## config.mk

```make
export PLATFORM = sky130hd
export DESIGN_NAME = coop_task_dispatcher_with_delays
export DESIGN_NICKNAME = d
export VERILOG_FILES = /design/src/design/ctd_pkg.sv /design/src/design/ctd_ram.sv /design/src/design/ctd_ctrl.sv /design/src/design/ctd_datapath.sv /design/src/design/coop_task_dispatcher_with_delays.sv
export SDC_FILE = /design/constraint.sdc
export NUM_CORES = 1
export LEC_CHECK = 0
export BUFFER_PORTS_ARGS = -buffer_cell sky130_fd_sc_hd__buf_2
export CORE_MARGIN = 2
export CORE_UTILIZATION = 50
export CTS_CLUSTER_DIAMETER = 100
export DETAILED_ROUTE_END_ITERATION = 6
export PLACE_DENSITY_LB_ADDON = 0.3
export SETUP_SLACK_MARGIN = 0.15
export SKIP_CTS_REPAIR_TIMING = 1
export SLEW_MARGIN = 5
export SYNTH_ARGS = -nofsm -noshare
export SYNTH_HDL_FRONTEND = slang
export SYNTH_HIERARCHICAL = 1
export SYNTH_SLANG_ARGS = --single-unit
```

## constraint.sdc

```tcl
create_clock -name clk -period 6.4 [get_ports clk]
set_clock_uncertainty 0.05 [all_clocks]
set_input_delay 0 -clock clk [delete_from_list [all_inputs] [get_ports clk]]
set_output_delay 0 -clock clk [all_outputs]
set_load 0.05 [all_outputs]
```

## src/design/ctd_pkg.sv

```systemverilog
// Shared types and constants of the cooperative task dispatcher.
// Used by the controller, the datapath and the top level; depends on nothing.
package ctd_pkg;

    localparam int MAX_TASKS_DEF = 8;

    localparam int MODE_W  = 3;
    localparam int ID_W    = 8;
    localparam int DELAY_W = 16;
    localparam int STEP_W  = 8;
    localparam int SLOT_W  = 3;

    localparam logic [MODE_W-1:0] MODE_REGISTER = 3'd0;
    localparam logic [MODE_W-1:0] MODE_DISPATCH = 3'd1;
    localparam logic [MODE_W-1:0] MODE_DELAY    = 3'd2;
    localparam logic [MODE_W-1:0] MODE_SET_STEP = 3'd3;
    localparam logic [MODE_W-1:0] MODE_TICK     = 3'd4;

    typedef enum logic [2:0] {
        ST_IDLE,
        ST_EXEC,
        ST_DISP,
        ST_MOD,
        ST_TICK,
        ST_DONE
    } ctd_state_t;

    typedef enum logic [3:0] {
        OP_NONE,
        OP_LOAD,
        OP_REG,
        OP_DISP_SEL,
        OP_DISP_FIN,
        OP_RD_CUR,
        OP_MOD,
        OP_TICK_START,
        OP_TICK_STEP,
        OP_EMIT
    } ctd_op_t;

    typedef struct packed {
        logic [MODE_W-1:0] mode;
        logic              empty;
        logic              tick_last;
        logic              out_free;
    } ctd_status_t;

    typedef struct packed {
        logic [ID_W-1:0]    task_id;
        logic               waiting;
        logic [DELAY_W-1:0] delay;
        logic [STEP_W-1:0]  step;
    } ctd_entry_t;

    localparam int ENTRY_W = $bits(ctd_entry_t);

endpackage

```

## src/design/ctd_ram.sv

```systemverilog
// Generic single-clock RAM with one write port and one registered read port.
// Stands alone; depends on nothing.
module ctd_ram #(
    parameter int WIDTH = 8,
    parameter int DEPTH = 8,
    localparam int AW = (DEPTH > 1) ? $clog2(DEPTH) : 1
) (
    input  logic                     clk,
    input  logic                     wr_en,
    input  logic [AW-1:0]            wr_addr,
    input  logic [WIDTH-1:0]         wr_data,
    input  logic                     rd_en,
    input  logic [AW-1:0]            rd_addr,
    output logic [WIDTH-1:0]         rd_data
);

    logic [WIDTH-1:0] mem [DEPTH];
    logic [WIDTH-1:0] rd_data_reg;

    always_ff @(posedge clk)
    begin
        if (wr_en)
        begin
            mem[wr_addr] <= wr_data;
        end
        if (rd_en)
        begin
            rd_data_reg <= mem[rd_addr];
        end
    end

    assign rd_data = rd_data_reg;

endmodule

```

## src/design/ctd_ctrl.sv

```systemverilog
// Controller state machine of the task dispatcher.
// Issues one datapath command per cycle; depends on ctd_pkg.
module ctd_ctrl
    import ctd_pkg::*;
(
    input  logic        clk,
    input  logic        rst_n,
    input  logic        in_valid,
    output logic        in_ready,
    input  ctd_status_t status,
    output ctd_op_t     op
);

    ctd_state_t state_reg;
    ctd_state_t state_next;

    always_ff @(posedge clk or negedge rst_n)
    begin
        if (!rst_n)
        begin
            state_reg <= ST_IDLE;
        end
        else
        begin
            state_reg <= state_next;
        end
    end

    always_comb
    begin
        state_next = state_reg;
        op         = OP_NONE;
        in_ready   = 1'b0;
        case (state_reg)
            ST_IDLE:
            begin
                in_ready = 1'b1;
                if (in_valid)
                begin
                    op         = OP_LOAD;
                    state_next = ST_EXEC;
                end
            end
            ST_EXEC:
            begin
                case (status.mode)
                    MODE_REGISTER:
                    begin
                        op         = OP_REG;
                        state_next = ST_DONE;
                    end
                    MODE_DISPATCH:
                    begin
                        if (status.empty)
                        begin
                            state_next = ST_DONE;
                        end
                        else
                        begin
                            op         = OP_DISP_SEL;
                            state_next = ST_DISP;
                        end
                    end
                    MODE_DELAY, MODE_SET_STEP:
                    begin
                        op         = OP_RD_CUR;
                        state_next = ST_MOD;
                    end
                    MODE_TICK:
                    begin
                        if (status.empty)
                        begin
                            state_next = ST_DONE;
                        end
                        else
                        begin
                            op         = OP_TICK_START;
                            state_next = ST_TICK;
                        end
                    end
                    default:
                    begin
                        state_next = ST_DONE;
                    end
                endcase
            end
            ST_DISP:
            begin
                op         = OP_DISP_FIN;
                state_next = ST_DONE;
            end
            ST_MOD:
            begin
                op         = OP_MOD;
                state_next = ST_DONE;
            end
            ST_TICK:
            begin
                op = OP_TICK_STEP;
                if (status.tick_last)
                begin
                    state_next = ST_DONE;
                end
            end
            ST_DONE:
            begin
                if (status.out_free)
                begin
                    op         = OP_EMIT;
                    state_next = ST_IDLE;
                end
            end
            default:
            begin
                state_next = ST_IDLE;
            end
        endcase
    end

endmodule

```

## src/design/ctd_datapath.sv

```systemverilog
// Datapath of the task dispatcher: slot table RAM, counters and result registers.
// Driven by ctd_ctrl commands; depends on ctd_pkg and ctd_ram.
module ctd_datapath
    import ctd_pkg::*;
#(
    parameter int MAX_TASKS = MAX_TASKS_DEF
) (
    input  logic               clk,
    input  logic               rst_n,
    input  ctd_op_t            op,
    output ctd_status_t        status,
    input  logic [MODE_W-1:0]  mode,
    input  logic [ID_W-1:0]    task_id,
    input  logic [DELAY_W-1:0] delay_ms,
    input  logic [STEP_W-1:0]  step,
    output logic               out_valid,
    input  logic               out_ready,
    output logic               accepted,
    output logic               run_now,
    output logic               run_kind,
    output logic [SLOT_W-1:0]  slot,
    output logic [ID_W-1:0]    run_task_id,
    output logic [STEP_W-1:0]  run_step
);

    localparam int IDX_W = (MAX_TASKS > 1) ? $clog2(MAX_TASKS) : 1;
    localparam int CNT_W = $clog2(MAX_TASKS + 1);

    logic [MODE_W-1:0]  mode_reg;
    logic [ID_W-1:0]    tid_reg;
    logic [DELAY_W-1:0] dly_reg;
    logic [STEP_W-1:0]  stp_reg;

    logic [CNT_W-1:0] count_reg;
    logic [IDX_W-1:0] cur_reg;
    logic [IDX_W-1:0] nxt_reg;
    logic [IDX_W-1:0] idx_reg;
    logic             out_valid_reg;

    logic              res_acc_reg;
    logic              res_run_reg;
    logic              res_kind_reg;
    logic [SLOT_W-1:0] res_slot_reg;
    logic [ID_W-1:0]   res_id_reg;
    logic [STEP_W-1:0] res_step_reg;

    logic              out_acc_reg;
    logic              out_run_reg;
    logic              out_kind_reg;
    logic [SLOT_W-1:0] out_slot_reg;
    logic [ID_W-1:0]   out_id_reg;
    logic [STEP_W-1:0] out_step_reg;

    logic             full;
    logic             empty;
    logic [IDX_W-1:0] sel;
    logic [CNT_W-1:0] sel_inc;
    logic             sel_wrap;
    logic [CNT_W-1:0] idx_inc;
    logic             tick_last;
    logic             expired;

    logic             rd_en;
    logic [IDX_W-1:0] rd_addr;
    ctd_entry_t       rd_data;
    logic             wr_en;
    logic [IDX_W-1:0] wr_addr;
    ctd_entry_t       wr_data;

    ctd_ram #(
        .WIDTH (ENTRY_W),
        .DEPTH (MAX_TASKS)
    ) u_table (
        .clk     (clk),
        .wr_en   (wr_en),
        .wr_addr (wr_addr),
        .wr_data (wr_data),
        .rd_en   (rd_en),
        .rd_addr (rd_addr),
        .rd_data (rd_data)
    );

    assign full      = (count_reg == CNT_W'(MAX_TASKS));
    assign empty     = (count_reg == '0);
    assign sel       = (CNT_W'(nxt_reg) >= count_reg) ? '0 : nxt_reg;
    assign sel_inc   = CNT_W'(sel) + 1'b1;
    assign sel_wrap  = (sel_inc >= count_reg);
    assign idx_inc   = CNT_W'(idx_reg) + 1'b1;
    assign tick_last = (idx_inc >= count_reg);
    assign expired   = rd_data.waiting && (rd_data.delay == '0);

    assign status.mode      = mode_reg;
    assign status.empty     = empty;
    assign status.tick_last = tick_last;
    assign status.out_free  = !out_valid_reg || out_ready;

    always_comb
    begin
        rd_en   = 1'b0;
        rd_addr = '0;
        wr_en   = 1'b0;
        wr_addr = '0;
        wr_data = rd_data;
        case (op)
            OP_REG:
            begin
                wr_en           = !full;
                wr_addr         = count_reg[IDX_W-1:0];
                wr_data.task_id = tid_reg;
                wr_data.waiting = 1'b0;
                wr_data.delay   = '0;
                wr_data.step    = '0;
            end
            OP_DISP_SEL:
            begin
                rd_en   = 1'b1;
                rd_addr = sel;
            end
            OP_DISP_FIN:
            begin
                wr_en           = expired;
                wr_addr         = cur_reg;
                wr_data.waiting = 1'b0;
            end
            OP_RD_CUR:
            begin
                rd_en   = 1'b1;
                rd_addr = cur_reg;
            end
            OP_MOD:
            begin
                wr_en        = 1'b1;
                wr_addr      = cur_reg;
                wr_data.step = stp_reg;
                if (mode_reg == MODE_DELAY)
                begin
                    wr_data.delay   = dly_reg;
                    wr_data.waiting = 1'b1;
                end
            end
            OP_TICK_START:
            begin
                rd_en   = 1'b1;
                rd_addr = '0;
            end
            OP_TICK_STEP:
            begin
                wr_en   = 1'b1;
                wr_addr = idx_reg;
                if (rd_data.waiting && (rd_data.delay != '0))
                begin
                    wr_data.delay = rd_data.delay - 1'b1;
                end
                rd_en   = !tick_last;
                rd_addr = idx_inc[IDX_W-1:0];
            end
            default:
            begin
                rd_en = 1'b0;
            end
        endcase
    end

    always_ff @(posedge clk or negedge rst_n)
    begin
        if (!rst_n)
        begin
            count_reg     <= '0;
            cur_reg       <= '0;
            nxt_reg       <= '0;
            idx_reg       <= '0;
            out_valid_reg <= 1'b0;
        end
        else
        begin
            case (op)
                OP_REG:
                begin
                    if (!full)
                    begin
                        count_reg <= count_reg + 1'b1;
                    end
                end
                OP_DISP_SEL:
                begin
                    cur_reg <= sel;
                    nxt_reg <= sel_wrap ? '0 : sel_inc[IDX_W-1:0];
                end
                OP_TICK_START:
                begin
                    idx_reg <= '0;
                end
                OP_TICK_STEP:
                begin
                    idx_reg <= idx_inc[IDX_W-1:0];
                end
                default:
                begin
                    idx_reg <= idx_reg;
                end
            endcase
            if (op == OP_EMIT)
            begin
                out_valid_reg <= 1'b1;
            end
            else if (out_ready)
            begin
                out_valid_reg <= 1'b0;
            end
        end
    end

    always_ff @(posedge clk)
    begin
        case (op)
            OP_LOAD:
            begin
                mode_reg     <= mode;
                tid_reg      <= task_id;
                dly_reg      <= delay_ms;
                stp_reg      <= step;
                res_acc_reg  <= 1'b1;
                res_run_reg  <= 1'b0;
                res_kind_reg <= 1'b0;
                res_slot_reg <= '0;
                res_id_reg   <= '0;
                res_step_reg <= '0;
            end
            OP_REG:
            begin
                res_acc_reg <= !full;
            end
            OP_DISP_SEL:
            begin
                res_slot_reg <= SLOT_W'(sel);
            end
            OP_DISP_FIN:
            begin
                res_id_reg   <= rd_data.task_id;
                res_step_reg <= rd_data.step;
                res_run_reg  <= !rd_data.waiting || expired;
                res_kind_reg <= expired;
            end
            OP_EMIT:
            begin
                out_acc_reg  <= res_acc_reg;
                out_run_reg  <= res_run_reg;
                out_kind_reg <= res_kind_reg;
                out_slot_reg <= res_slot_reg;
                out_id_reg   <= res_id_reg;
                out_step_reg <= res_step_reg;
            end
            default:
            begin
                res_acc_reg <= res_acc_reg;
            end
        endcase
    end

    assign out_valid   = out_valid_reg;
    assign accepted    = out_acc_reg;
    assign run_now     = out_run_reg;
    assign run_kind    = out_kind_reg;
    assign slot        = out_slot_reg;
    assign run_task_id = out_id_reg;
    assign run_step    = out_step_reg;

endmodule

```

## src/design/coop_task_dispatcher_with_delays.sv

```systemverilog
// Top level of the cooperative round-robin task dispatcher with delays.
// Joins ctd_ctrl and ctd_datapath; depends on ctd_pkg.
//
// Usage: each item on the s_axis channel is one event, selected by tuser
// (register task, dispatch next, delay current, set step, tick). Each event
// gives exactly one result item on the m_axis channel.
// Timing: s_axis_tready is high only while the block is idle; one event is
// worked on at a time. Register, unknown events and a dispatch on an empty
// table go straight to the output register; other dispatches, delay and set
// step first read the slot and then finish or write it back, and a tick
// walks the slot table RAM one slot per cycle over its single write port. The
// next event can be taken in the cycle after the result is registered.
// The output register frees the input side: a new event is accepted while
// a finished result still waits for m_axis_tready. A second result waits in
// the controller until the output register is free.
// Reset clears the task count, the round-robin pointers, the controller
// and the output valid flag. The slot table needs no clearing pass, since
// registering a task writes every field of its slot.
module coop_task_dispatcher_with_delays
    import ctd_pkg::*;
#(
    parameter int MAX_TASKS = MAX_TASKS_DEF
) (
    input  logic        clk,
    input  logic        rst_n,
    input  logic        s_axis_tvalid,
    output logic        s_axis_tready,
    input  logic [31:0] s_axis_tdata,  // task_id[7:0], delay_ms[23:8], step[31:24]
    input  logic [2:0]  s_axis_tuser,  // mode[2:0]
    output logic        m_axis_tvalid,
    input  logic        m_axis_tready,
    output logic [23:0] m_axis_tdata,  // accepted[0], run_now[1], slot[4:2],
                                       // run_task_id[12:5], run_step[20:13], zero[23:21]
    output logic [0:0]  m_axis_tuser   // run_kind[0]
);

    ctd_op_t     op;
    ctd_status_t status;

    logic              accepted;
    logic              run_now;
    logic              run_kind;
    logic [SLOT_W-1:0] slot;
    logic [ID_W-1:0]   run_task_id;
    logic [STEP_W-1:0] run_step;

    ctd_ctrl u_ctrl (
        .clk      (clk),
        .rst_n    (rst_n),
        .in_valid (s_axis_tvalid),
        .in_ready (s_axis_tready),
        .status   (status),
        .op       (op)
    );

    ctd_datapath #(
        .MAX_TASKS (MAX_TASKS)
    ) u_datapath (
        .clk         (clk),
        .rst_n       (rst_n),
        .op          (op),
        .status      (status),
        .mode        (s_axis_tuser),
        .task_id     (s_axis_tdata[7:0]),
        .delay_ms    (s_axis_tdata[23:8]),
        .step        (s_axis_tdata[31:24]),
        .out_valid   (m_axis_tvalid),
        .out_ready   (m_axis_tready),
        .accepted    (accepted),
        .run_now     (run_now),
        .run_kind    (run_kind),
        .slot        (slot),
        .run_task_id (run_task_id),
        .run_step    (run_step)
    );

    assign m_axis_tdata = {3'b000, run_step, run_task_id, slot, run_now, accepted};
    assign m_axis_tuser = run_kind;

endmodule

```

-- Word level (Yosys, flattened, before mapping)
Memories as Yosys holds them, arrays and structs flattened. A register that Yosys moved wholly into a read port is not among the register bits.
Index checks and enable logic that the tools add are counted.
- add/sub/neg operators: 4
- $mul: 0
- divide/modulo/power cells: 0
- order comparisons: 3
- equality and inequality tests: 22
- shift operators: 0
- muxes and demuxes: 37
- bitwise gates (word level): 1
- reduce and logical (&&, ||, !) cells: 26
- operators with widths (operator ; count):
    $pmux W16 S3 ; 1
    $pmux W8 S2 ; 3
    $pmux W3 S3 ; 3
    $pmux W4 S6 ; 1
    $mux W3 ; 7
    $mux W17 ; 1
    $eq A4 B3 Y1 const B ; 4
    $logic_not A16 Y1 ; 1
    $mux W16 ; 1
    $pmux W4 S4 ; 1
    $reduce_bool A16 Y1 ; 1
    $sub A16 B1 Y16 const B ; 1
    $pmux W3 S5 ; 1
    $eq A3 B2 Y1 const B ; 4
    $eq A4 B4 Y1 const B ; 3
    $pmux W3 S2 ; 2
    $pmux W1 S2 ; 5
    $reduce_bool A2 Y1 ; 5
    $reduce_or A2 Y1 ; 5
    $eq A3 B3 Y1 const B ; 3
    $add A3 B1 Y4 const B ; 2
    $eq A4 B2 Y1 const B ; 2
    $ge A4 B4 Y1 ; 2
    $mux W8 ; 1
    other kinds (19) ; 33
- register bits after elaboration: 96
- latch bits: 0
- RAM bits: 264
- memory bits (read-only): 0
- bits of input ports: 39
- output and inout bits: 27
- logic and storage cells: 116
- memories: 1
- memory list (name ; depth ; bits a word ; rd ports ; clocked after Yosys merged registers in ; write ports ; RTL line ; RTL):
    u_datapath.u_table.mem ; 8 ; 33 ; 1 ; 1 ; 1 ; ctd_ram.sv:17 ; logic [WIDTH-1:0] mem [DEPTH];

-- Depth between registers and ports, before layout
Gate-level depths: netlist of run 1.
- depth after elaboration: 9
- mapped depth: 17
- mapped depth without buffers: 14

-- Cells and area by module
The synthesis of run 1 kept the hierarchy.
- modules (own cells, without submodules) (module ; times used ; cells each ; area an instance (um^2) ; seq. area each (um^2)):
    ctd_ram ; 1 ; 427 ; 10970.5 ; 8918.6
    ctd_datapath ; 1 ; 372 ; 4590.7 ; 2722.6
    ctd_ctrl ; 1 ; 36 ; 284.0 ; 75.1
    coop_task_dispatcher_with_delays ; 1 ; 6 ; 41.3 ; 0.0

-- Worst setup path before layout of run 1
Ideal clock, no wire load.
- path type: register to register
- start point: register u_datapath.count_reg[0]
- end point: memory u_datapath/u_table/mem[0][0] in the netlist's numbering, enable pin
- library setup time: 0.464 ns
- arrival time: 5.313 ns
- data required time: 5.886 ns
- path slack: 0.573 ns
- stages on the path, launching flop included: 16
- path buffers: 4
- clock period less this slack: 5.827 ns
- cell sequence: dfrtp_1 -> inv_1 -> ha_1 -> and3_1 -> buf_4 -> maj3_1 -> o21a_1 -> nor2_1 -> clkbuf_1 -> nor4b_2 -> clkbuf_1 -> buf_2 -> a222oi_1 -> inv_1 -> nand2b_1 -> nor3_1
- elaborated cells on any way between the ends: 17
- classes of those cells: eq/ne (5); mux (8); reduce/logical (4)
- RTL lines (what ; RTL line ; RTL):
    from (decl) ; ctd_datapath.sv:34 ; logic [CNT_W-1:0] count_reg;
    from (signal assigned) ; ctd_datapath.sv:181 ; count_reg <= count_reg + 1'b1;
    $logic_not A4 Y1 (*) ; ctd_datapath.sv:84 ; assign empty = (count_reg == '0);
    via u_datapath.empty ; ctd_datapath.sv:55 ; logic empty;
    $mux W3 / $mux W2 (equally long branches) ; ctd_ctrl.sv:71, ctd_ctrl.sv:54 ;
    $pmux W4 S4 (*) ; ctd_ctrl.sv:46 ; case (status.mode)
    $pmux W4 S6 (*) ; ctd_ctrl.sv:34 ; case (state_reg)
    via op[1] ; coop_task_dispatcher_with_delays.sv:37 ; ctd_op_t op;
    $eq A4 B3 Y1 ; ctd_datapath.sv:104 ; case (op)
    $reduce_or A2 Y1 (no source line) ; - ;
    $pmux W3 S3 (*) ; ctd_datapath.sv:104 ;
    via u_datapath.wr_addr[2] ; ctd_datapath.sv:67 ; logic [IDX_W-1:0] wr_addr;
    to (decl) ; ctd_ram.sv:17 ;
The timed path passes the listed nets; every way through them passes the cells marked *.

==> results of run 1 <==
==> cell usage after synthesis (all sizes together), types with 13 or more instances <==
cell type  instances  area share [%]
o21ai             15            0.47
dfrtp             17             2.7
and2              19            0.75
inv               19            0.45
nand2             40            0.95
buf               27             1.2
nand2b            13            0.51
mux4              66             9.5
mux2              41             2.9
ha                16             1.3
clkbuf            14            0.33
edfxtp           376              71
nor3              16            0.57
nor2              26            0.61
==> per-stage QoR <==
stage / std cells / total power [mW] / worst slack, ns / instance area [um2]
after floorplan: 843 / 7.06 / 0.573 / 15900
after global placement: 1285 / 8.10 / 1.52 / 16800
after detailed placement: 1285 / 8.17 / 1.40 / 16800
after CTS: 1363 / 10.6 / 1.36 / 18200
after global routing: 1401 / 11.0 / 1.07 / 18500
final: 1401 / 10.5 / 1.30 / 18500
==> kinds of logic after synthesis <==
| family | synth area share, % |
|---|---|
| AO/OA/AOI/OAI | 4.28 |
| XOR/XNOR | 0.386 |
| adder cells (fa/ha/maj) | 1.32 |
| buffers and inverters | 2.01 |
| flip-flops | 73.7 |
| multiplexers | 12.5 |
| other | 0.0236 |
| AND/OR/NAND/NOR | 5.77 |
==> worst min-delay path: cells and delay by family <==
kind,cells,cell delay (ns)
buffers and inverters,1,0.11
AOI/OAI and AO/OA,1,0.06
and+or+nand+nor,2,0.28
==> power groups by stage <==
stage	Sequential [mW]	Clock, mW	Combinational (mW)
floorplan	4.65	0	2.41
global placement	4.54	0	3.55
detailed placement	4.56	0	3.62
CTS	4.51	2.42	3.63
global route	4.58	2.53	3.94
finish	4.51	2.37	3.61
==> final cells by class <==
| cell class | count | area, um2 |
|---|---|---|
| inverters | 19 | 71.3 |
| clock buffers | 55 | 1100 |
| well taps | 402 | 503 |
| fillers | 2290 | 12900 |
| flip-flops and latches | 393 | 11700 |
| repair buffers | 119 | 908 |
| multi-input cells | 390 | 3970 |
| clock inverters | 23 | 273 |
==> how the worst max path moves through the flow <==
| stage | from | end | slack [ns] | depth (start not counted) |
|---|---|---|---|---|
| global placement | u_datapath/count_reg[1]$_DFFE_PN0P_ | u_datapath/u_table/rd_data[4]$_DFFE_PP_ | 1.52 | 13 |
| finish | u_datapath/count_reg[0]$_DFFE_PN0P_ | u_datapath/u_table/mem[7][20]$_DFFE_PP_ | 1.30 | 14 |
| CTS | u_datapath/count_reg[0]$_DFFE_PN0P_ | u_datapath/u_table/mem[7][20]$_DFFE_PP_ | 1.36 | 14 |
| global route | u_datapath/count_reg[0]$_DFFE_PN0P_ | u_datapath/u_table/mem[7][20]$_DFFE_PP_ | 1.07 | 14 |
| detailed placement | u_datapath/count_reg[0]$_DFFE_PN0P_ | u_datapath/u_table/mem[7][25]$_DFFE_PP_ | 1.40 | 14 |
| floorplan | u_datapath/count_reg[0]$_DFFE_PN0P_ | u_datapath/u_table/mem[0][0]$_DFFE_PP_ | 0.57 | 15 |
==> routing by layer <==
metal  global-route usage, %  up-vias
met2                    31.5      266
met3                    3.49       43
met5                       0        -
li1                        -     3674
met1                    27.7     4175
met4                    5.87        0
==> results.cfg, run 1 <==
[status]
outcome = complete, but fails checks
violations = hold timing

[detailed_routing]
routed.top_layer = met4
final_antenna_net_count = 0
drt_iter0_drc = 794
dr_wl_met2_um = 15500
avgRoutedWirePerCell_um = 22.8
m1WireLength_um = 13900
vias = 8158
wl_met3_um = 1940
firstDrtPassIters = 5
routed_via_density = 5.82
drt-total-wl_um = 31900
drcViolationCount = 0

[timing]
slew_violations = 0
post-route-period-util_pct = 79.7
hold_ws_ns = -0.0607
worst_slew_pin_slew_ns = 1.21
setup_viol = 0
period_minus_slack_ns = 5.10
tns_ns = 0
max_slew_margin_pct = 19.2
grt_setup_unrepaired = no
max_freq_mhz = 196
hold_viol_final = 1

[flow_run]
cap_violations = 0

[floorplan]
ios = 66
dieArea_mm2 = 0.0332
start_util_pct = 50.6
die_w_um = 182
core_area_mm2 = 0.0314
rows = 65
die_h_um = 182

[critical_path]
worstSetupEndpointType = register
slowest_stage = nor2_1
cp-start-kind = register
crit-reg2reg-capture = u_datapath/u_table/mem[7][20]$_DFFE_PP_
crit_family = simple AND/OR/NAND/NOR gates
r2r-start = u_datapath/count_reg[0]$_DFFE_PN0P_
slowest_delay_ns = 0.75
ff2ff_path_depth = 14
path_cells = inv_1 > ha_1 > and3_1 > maj3_1 > o21a_1 > nor2_1 > or2b_1 > nor3_2 > buf_4 > nor2b_1 > or4_1 > nand2_1 > nor2_4 > buf_12
crit_buf_inv = 3
cp.required_ns = 6.57
critical_path.max_fanout = 23
rrSetupSlack_ns = 1.30
criticalPathCategory = register to register
critPathArrivalTime_ns = 5.27

[clocking]
clk_latency_ns = 0.55
cts_max_path_buffers = 3
clockRootBuffer = clkbuf_16
clk_pin_slew_ns = 0.06
clock_sinks = 393
cts-buffers-inserted = 42
cts_max_level = 2
cts_tree = built

[global_route]
antenna_found_initial = 0
grt_pass1_vias = 8146
grtUsageTotal_pct = 19.6
overflow = 0
grt_pass1_wl_um = 48400
grt_max_degree = 67

[power_and_ir_drop]
powerDensity_mw_per_mm2 = 566
clkPwrFrac_pct = 22.6
peakVddDrop_uv = 311
internal-power_mw = 6.93
power_frac_seq_pct = 43.0
sw_frac_of_total_pct = 34.0
p_comb_share_pct = 34.4
p_switching_mw = 3.57
leakage_nw = 6.21

[finish]
utilization_pct = 59.1
final_common_cell = edfxtp_1
largest_register_ff_count = 264
mostFrequentLayoutCells = edfxtp_1, buf_2, mux4_2
final_layout_size_suffix_gt1_share_pct = 27.2
antenna_cells = 0
nets = 1020
synthToLayoutAreaGrowth_pct = 16.7

[yosys]
synth_cell_types = 73
yosys_warnings = 6
synth_edf_count = 376
syn_area_mm2 = 0.0159
synth_ff_type = edfxtp_1
seq_area_frac_synth_pct = 73.7
synth_cells = 841
syn_area_per_cell_um2 = 18.9
async_reset_ff_share_pct = 4.33
synth-seq-cells = 393

[placed_design]
hpwl_um = 18100
io_buffer_count = 62
place_congestion = 0.862

[hold_path]
hold_path_startpoint = s_axis_tvalid
hold_end = u_ctrl/state_reg[0]$_DFFE_PN0P_
hold_class = primary input to register
whs_path_depth = 4
Power figures use the tool's default switching activity.
==> inputs of run 2 (changes only) <==
Clock period 6.4 ns to 4.9 ns, I/O delays scaled along.
==> run 2 against run 1 <==
Effect of this change: the flow now finishes without violations; cell count up 1.2%; sequential power grew 31%; flip-flop and latch count stayed put; hold slack improved by 0.18 ns; combinational power rose by 35%; sequential share of layout area shrank 0.91 points; first-iteration DRC count decreased by 9.9%; clock power is 31% higher; count of clock-buffer cells in the layout shrank 5; non-clock buffer count is 24 higher; via count grew 2.2%; critical path type unchanged; highest routed layer unchanged.
==> results.cfg, run 2 (synthesized netlist as in run 1, its figures left out) <==
[status]
outcome = completed

[critical_path]
cp.required_ns = 5.13
r2r-start = u_datapath/count_reg[0]$_DFFE_PN0P_
ff2ff_path_depth = 12
rrSetupSlack_ns = 0.57
worstSetupEndpointType = register
critical_path.max_fanout = 40
cp-start-kind = register
crit-reg2reg-capture = u_datapath/u_table/rd_data[15]$_DFFE_PP_
critPathArrivalTime_ns = 4.56
criticalPathCategory = register to register

[clocking]
clk_pin_slew_ns = 0.06
clk_latency_ns = 0.53
cts_max_path_buffers = 3
cts-buffers-inserted = 41
cts_max_level = 2
clock_sinks = 393
clockRootBuffer = clkbuf_16
cts_tree = built

[power_and_ir_drop]
power_frac_seq_pct = 42.5
powerDensity_mw_per_mm2 = 740
peakVddDrop_uv = 377
internal-power_mw = 9.25
p_comb_share_pct = 35.1
p_switching_mw = 4.66
power.total_mw = 13.9
leakage_nw = 6.34
sw_frac_of_total_pct = 33.5
clkPwrFrac_pct = 22.4

[finish]
final_layout_size_suffix_gt1_share_pct = 28.6
mostFrequentLayoutCells = edfxtp_1, buf_2, mux4_2
largest_register_ff_count = 264
instances_no_fill = 1418
synthToLayoutAreaGrowth_pct = 18.4
antenna_cells = 0
n_fill_cell = 2245
final_common_cell = edfxtp_1
nets = 1043

[placed_design]
place_congestion = 0.840
io_buffer_count = 62
dpl.cell_count = 1308
hpwl_um = 19200

[floorplan]
rows = 65
die_h_um = 182
core_area_mm2 = 0.0314
start_util_pct = 50.6
dieArea_mm2 = 0.0332
die_w_um = 182
ios = 66

[global_route]
overflow = 0
antenna_found_initial = 0
grt_pass1_wl_um = 50100
grt_max_degree = 41
grt_pass1_vias = 8273
grtUsageTotal_pct = 20.2

[hold_path]
hold_end = u_datapath/stp_reg[1]$_DFFE_PP_
whs_path_depth = 2
hold_path_startpoint = s_axis_tdata[25]
hold_class = primary input to register

[detailed_routing]
drt-total-wl_um = 33100
firstDrtPassIters = 5
avgRoutedWirePerCell_um = 23.3
drt_iter0_drc = 715
final_antenna_net_count = 0
drcViolationCount = 0
routed_via_density = 5.88
vias = 8336

[timing]
period_minus_slack_ns = 4.33
max_slew_margin_pct = 28.8
max_freq_mhz = 231
worst_slew_pin_slew_ns = 1.06
tns_ns = 0
post-route-period-util_pct = 88.4
grt_setup_unrepaired = no
hold_viol_final = 0
setup_viol = 0
slew_violations = 0

[flow_run]
cap_violations = 0
==> run 2: per-layer routing <==
layer  part of all wire [%]  global-route usage, %  routed length, um
met1                     43                   28.4              14400
met2                     49                   32.5              16100
met3                    5.6                   3.47               1860
met4                    2.2                   6.32                722
met5                      0                      0                  0
==> run 2: worst max-delay path by stage <==
stage	startpoint	to	depth (start not counted)
finish	u_datapath/count_reg[0]$_DFFE_PN0P_	u_datapath/u_table/rd_data[15]$_DFFE_PP_	12
global route	u_datapath/count_reg[0]$_DFFE_PN0P_	u_datapath/u_table/rd_data[17]$_DFFE_PP_	12
CTS	u_datapath/count_reg[0]$_DFFE_PN0P_	u_datapath/u_table/rd_data[15]$_DFFE_PP_	12
detailed placement	u_datapath/count_reg[0]$_DFFE_PN0P_	u_datapath/u_table/rd_data[15]$_DFFE_PP_	12
global placement	u_datapath/count_reg[1]$_DFFE_PN0P_	u_datapath/u_table/rd_data[15]$_DFFE_PP_	12
floorplan	u_datapath/count_reg[0]$_DFFE_PN0P_	u_datapath/u_table/mem[2][0]$_DFFE_PP_	15
==> run 2: metrics by stage <==
step / util, % / hold slack, ns / cell area [um2] / setup slack [ns]
CTS: 58.7 / -0.650 / 18400 / 0.605
detailed placement: 54.4 / -0.0886 / 17100 / 0.610
finish: 59.9 / 0.123 / 18800 / 0.568
floorplan: - / -0.346 / 15900 / -0.0608
global route: 59.9 / 0.116 / 18800 / 0.278
global placement: 54.4 / -0.0907 / 17100 / 0.715
==> run 2: worst max-delay path: stages (launching register included) <==
cell and delay [ns]:
dfrtp_1 0.48, inv_1 0.11, ha_1 0.22, and3_1 0.23
nand2b_1 0.21, o221a_2 0.28, a221oi_2 0.49, and3_1 0.30
nand3_1 0.17, o211ai_1 0.31, buf_12 0.37, mux4_2 0.56
mux2_2 0.28
==> run 2: cell type report <==
| cell class | instances | area [um2] | area share [%] |
|---|---|---|---|
| clock buffer | 50 | 1100 | 5.85 |
| timing repair buffer | 143 | 1190 | 6.33 |
| inverter | 19 | 71.3 | 0.379 |
| tap | 402 | 503 | 2.67 |
| multi-input combinational | 390 | 3980 | 21.1 |
| sequential | 393 | 11700 | 62.3 |
| clock inverter | 21 | 253 | 1.34 |
==> run 2: power groups by stage <==
stage	sequential (mW)	combinational, mW	clock (mW)
detailed placement	5.96	4.88	0
global route	6.00	5.30	3.29
floorplan	6.07	3.16	0
CTS	5.91	4.90	3.17
finish	5.91	4.89	3.11
global placement	5.95	4.77	0
==> inputs of run 3 (changes only) <==
Settings changed: SYNTH_HIERARCHICAL 1 to unset.
==> run 3 against run 2 <==
Effect of this change: non-clock buffer count decreased by 17; combinational power down 40%; synthesized cell count up 18%; via count grew 5.9%; first-iteration DRC count grew 29%; area after synthesis grew 2.4%; fmax rose by 11%; sequential power fell by 13%; final area is 1.0% higher; sequential share of layout area shrank 0.63 points; critical endpoint is now u_datapath.u_table.rd_data[1]$_DFFE_PP_; largest power group unchanged.
==> results.cfg, run 3 <==
[status]
outcome = completed

[finish]
nets = 1172
mostFrequentLayoutCells = edfxtp_1, mux2i_1, nand2_1
synthToLayoutAreaGrowth_pct = 16.8
utilization_pct = 58.9
multi_input_area_mm2 = 0.00435
final_common_cell = edfxtp_1
final_layout_size_suffix_gt1_share_pct = 17.6
n_fill_cell = 2397
antenna_cells = 0
final-seq-area_mm2 = 0.0117
largest_register_ff_count = 264
instances_no_fill = 1587

[power_and_ir_drop]
peakVddDrop_uv = 366
leakage_nw = 6.33
powerDensity_mw_per_mm2 = 586
power.total_mw = 11.1

[detailed_routing]
avgRoutedWirePerCell_um = 20.5
vias = 8831
drt-total-wl_um = 32500
drcViolationCount = 0
final_antenna_net_count = 0
drt_iter0_drc = 924
firstDrtPassIters = 6
routed_via_density = 5.56

[placed_design]
dpl.cell_count = 1477
hpwl_um = 19200
pre_cts_ws_ns = 1.07
place_congestion = 0.861
io_buffer_count = 62

[timing]
grt_setup_unrepaired = no
worst_slew_pin_slew_ns = 1.14
post-route-period-util_pct = 79.4
setup_slack_ns = 1.01
slew_violations = 0
max_slew_margin_pct = 24.0
period_minus_slack_ns = 3.89
hold_viol_final = 0
max_freq_mhz = 257
tns_ns = 0
setup_viol = 0

[global_route]
grt_pass1_vias = 8639
antenna_found_initial = 0
grtUsageTotal_pct = 19.3
overflow = 0
grt_max_degree = 67
grt_pass1_wl_um = 49300

[yosys]
synth_top_area_share_pct = 69.4
synth_area_leaders = edfxtp_1, mux2i_1, dfrtp_1
synth_cell_types = 60
yosys_warnings = 0
synth_ff_type = edfxtp_1
syn_area_mm2 = 0.0163
synth.most_common_cell = edfxtp_1
syn_area_per_cell_um2 = 16.4
async_reset_ff_share_pct = 4.33
synth-seq-cells = 393
yosys.area.top_type = edfxtp_1
synth_cells = 994
synth_edf_count = 376
synth_common_cells = edfxtp_1, mux2i_1, nand2_1, nor2_1, mux2_2
seq_area_frac_synth_pct = 72.0

[critical_path]
critPathArrivalTime_ns = 4.11
cp-start-kind = register
worstSetupEndpointType = register
criticalPathCategory = register to register
critical_path.max_fanout = 51
rrSetupSlack_ns = 1.01
cp.required_ns = 5.11

[clocking]
clk_pin_slew_ns = 0.06
cts_max_level = 2
cts_max_path_buffers = 3
clock_sinks = 393
cts-buffers-inserted = 41
cts_tree = built
clockRootBuffer = clkbuf_16
clk_latency_ns = 0.53

[floorplan]
start_util_pct = 50.4
core_area_mm2 = 0.0323
dieArea_mm2 = 0.0340
rows = 66
die_h_um = 184
ios = 66
die_w_um = 184

[flow_run]
cap_violations = 0

[hold_path]
hold_class = primary input to register
-- run 3: final cells by class --
type | instances | share of cell area (%)
Clock buffer | 55 | 6.00
Clock inverter | 16 | 0.981
Inverter | 14 | 0.277
Multi-Input combinational cell | 541 | 22.9
Sequential cell | 393 | 61.6
Tap cell | 442 | 2.91
Timing Repair Buffer | 126 | 5.27
-- run 3: worst paths after layout --
kind,start,endpoint,depth (start not counted)
worst max-delay path,u_ctrl.state_reg[0]$_DFFE_PN0P_,u_datapath.u_table.rd_data[1]$_DFFE_PP_,9
worst min-delay path,s_axis_tdata[8],u_datapath.dly_reg[0]$_DFFE_PP_,2
worst max register to register,u_ctrl.state_reg[0]$_DFFE_PN0P_,u_datapath.u_table.rd_data[1]$_DFFE_PP_,9
worst min register to register,u_datapath.res_id_reg[2]$_SDFFCE_PN0P_,u_datapath.run_task_id[2]$_DFFE_PP_,0
max in group asynchronous,rst_n,u_datapath.idx_reg[0]$_DFFE_PN0P_,3
min in group asynchronous,rst_n,u_datapath.out_valid$_DFFE_PN0P_,3
-- run 3: report_power, final --
part	switching, mW	internal (mW)	leakage (nW)
Clock	1.20	1.84	0.639
Sequential	0.311	4.84	3.65
Combinational	1.92	1.02	2.04
-- run 3: stage by stage --
| step | hold slack (ns) | instance area, um2 |
|---|---|---|
| finish | 0.125 | 19000 |
| global route | 0.123 | 19000 |
| CTS | -0.648 | 18600 |
| detailed placement | -0.0887 | 17300 |
| global placement | -0.0923 | 17300 |
| floorplan | -0.346 | 16300 |
-- run 3: layer usage --
layer | vias up | GRT usage [%] | routed length (um)
met3 | 53 | 2.90 | 1790
met1 | 4405 | 26.8 | 14300
met2 | 281 | 32.1 | 15800
met5 | - | 0 | 0
met4 | 0 | 5.25 | 641
li1 | 4092 | - | -
-- run 3: logic make-up (layout without fill, tap and decap cells) --
logic type	Yosys count	after routing	share of synthesized area [%]
other	1	3	0.0230
AND/OR/NAND/NOR	187	187	5.65
flip-flops	393	393	72.0
AO/OA/AOI/OAI	95	95	4.21
XOR/XNOR	6	6	0.323
adder cells (fa/ha/maj)	17	17	1.29
multiplexers	233	233	14.6
buffers and inverters	62	211	1.91
-- run 3: worst max-delay path: stages, from the launching register on --
cell	delay [ns]
dfrtp_1	0.59
or4b_1	0.54
nor2_1	0.15
nand3_1	0.42
o211ai_1	0.44
buf_12	0.38
buf_4	0.42
mux2i_1	0.24
mux2i_1	0.09
mux2_2	0.27
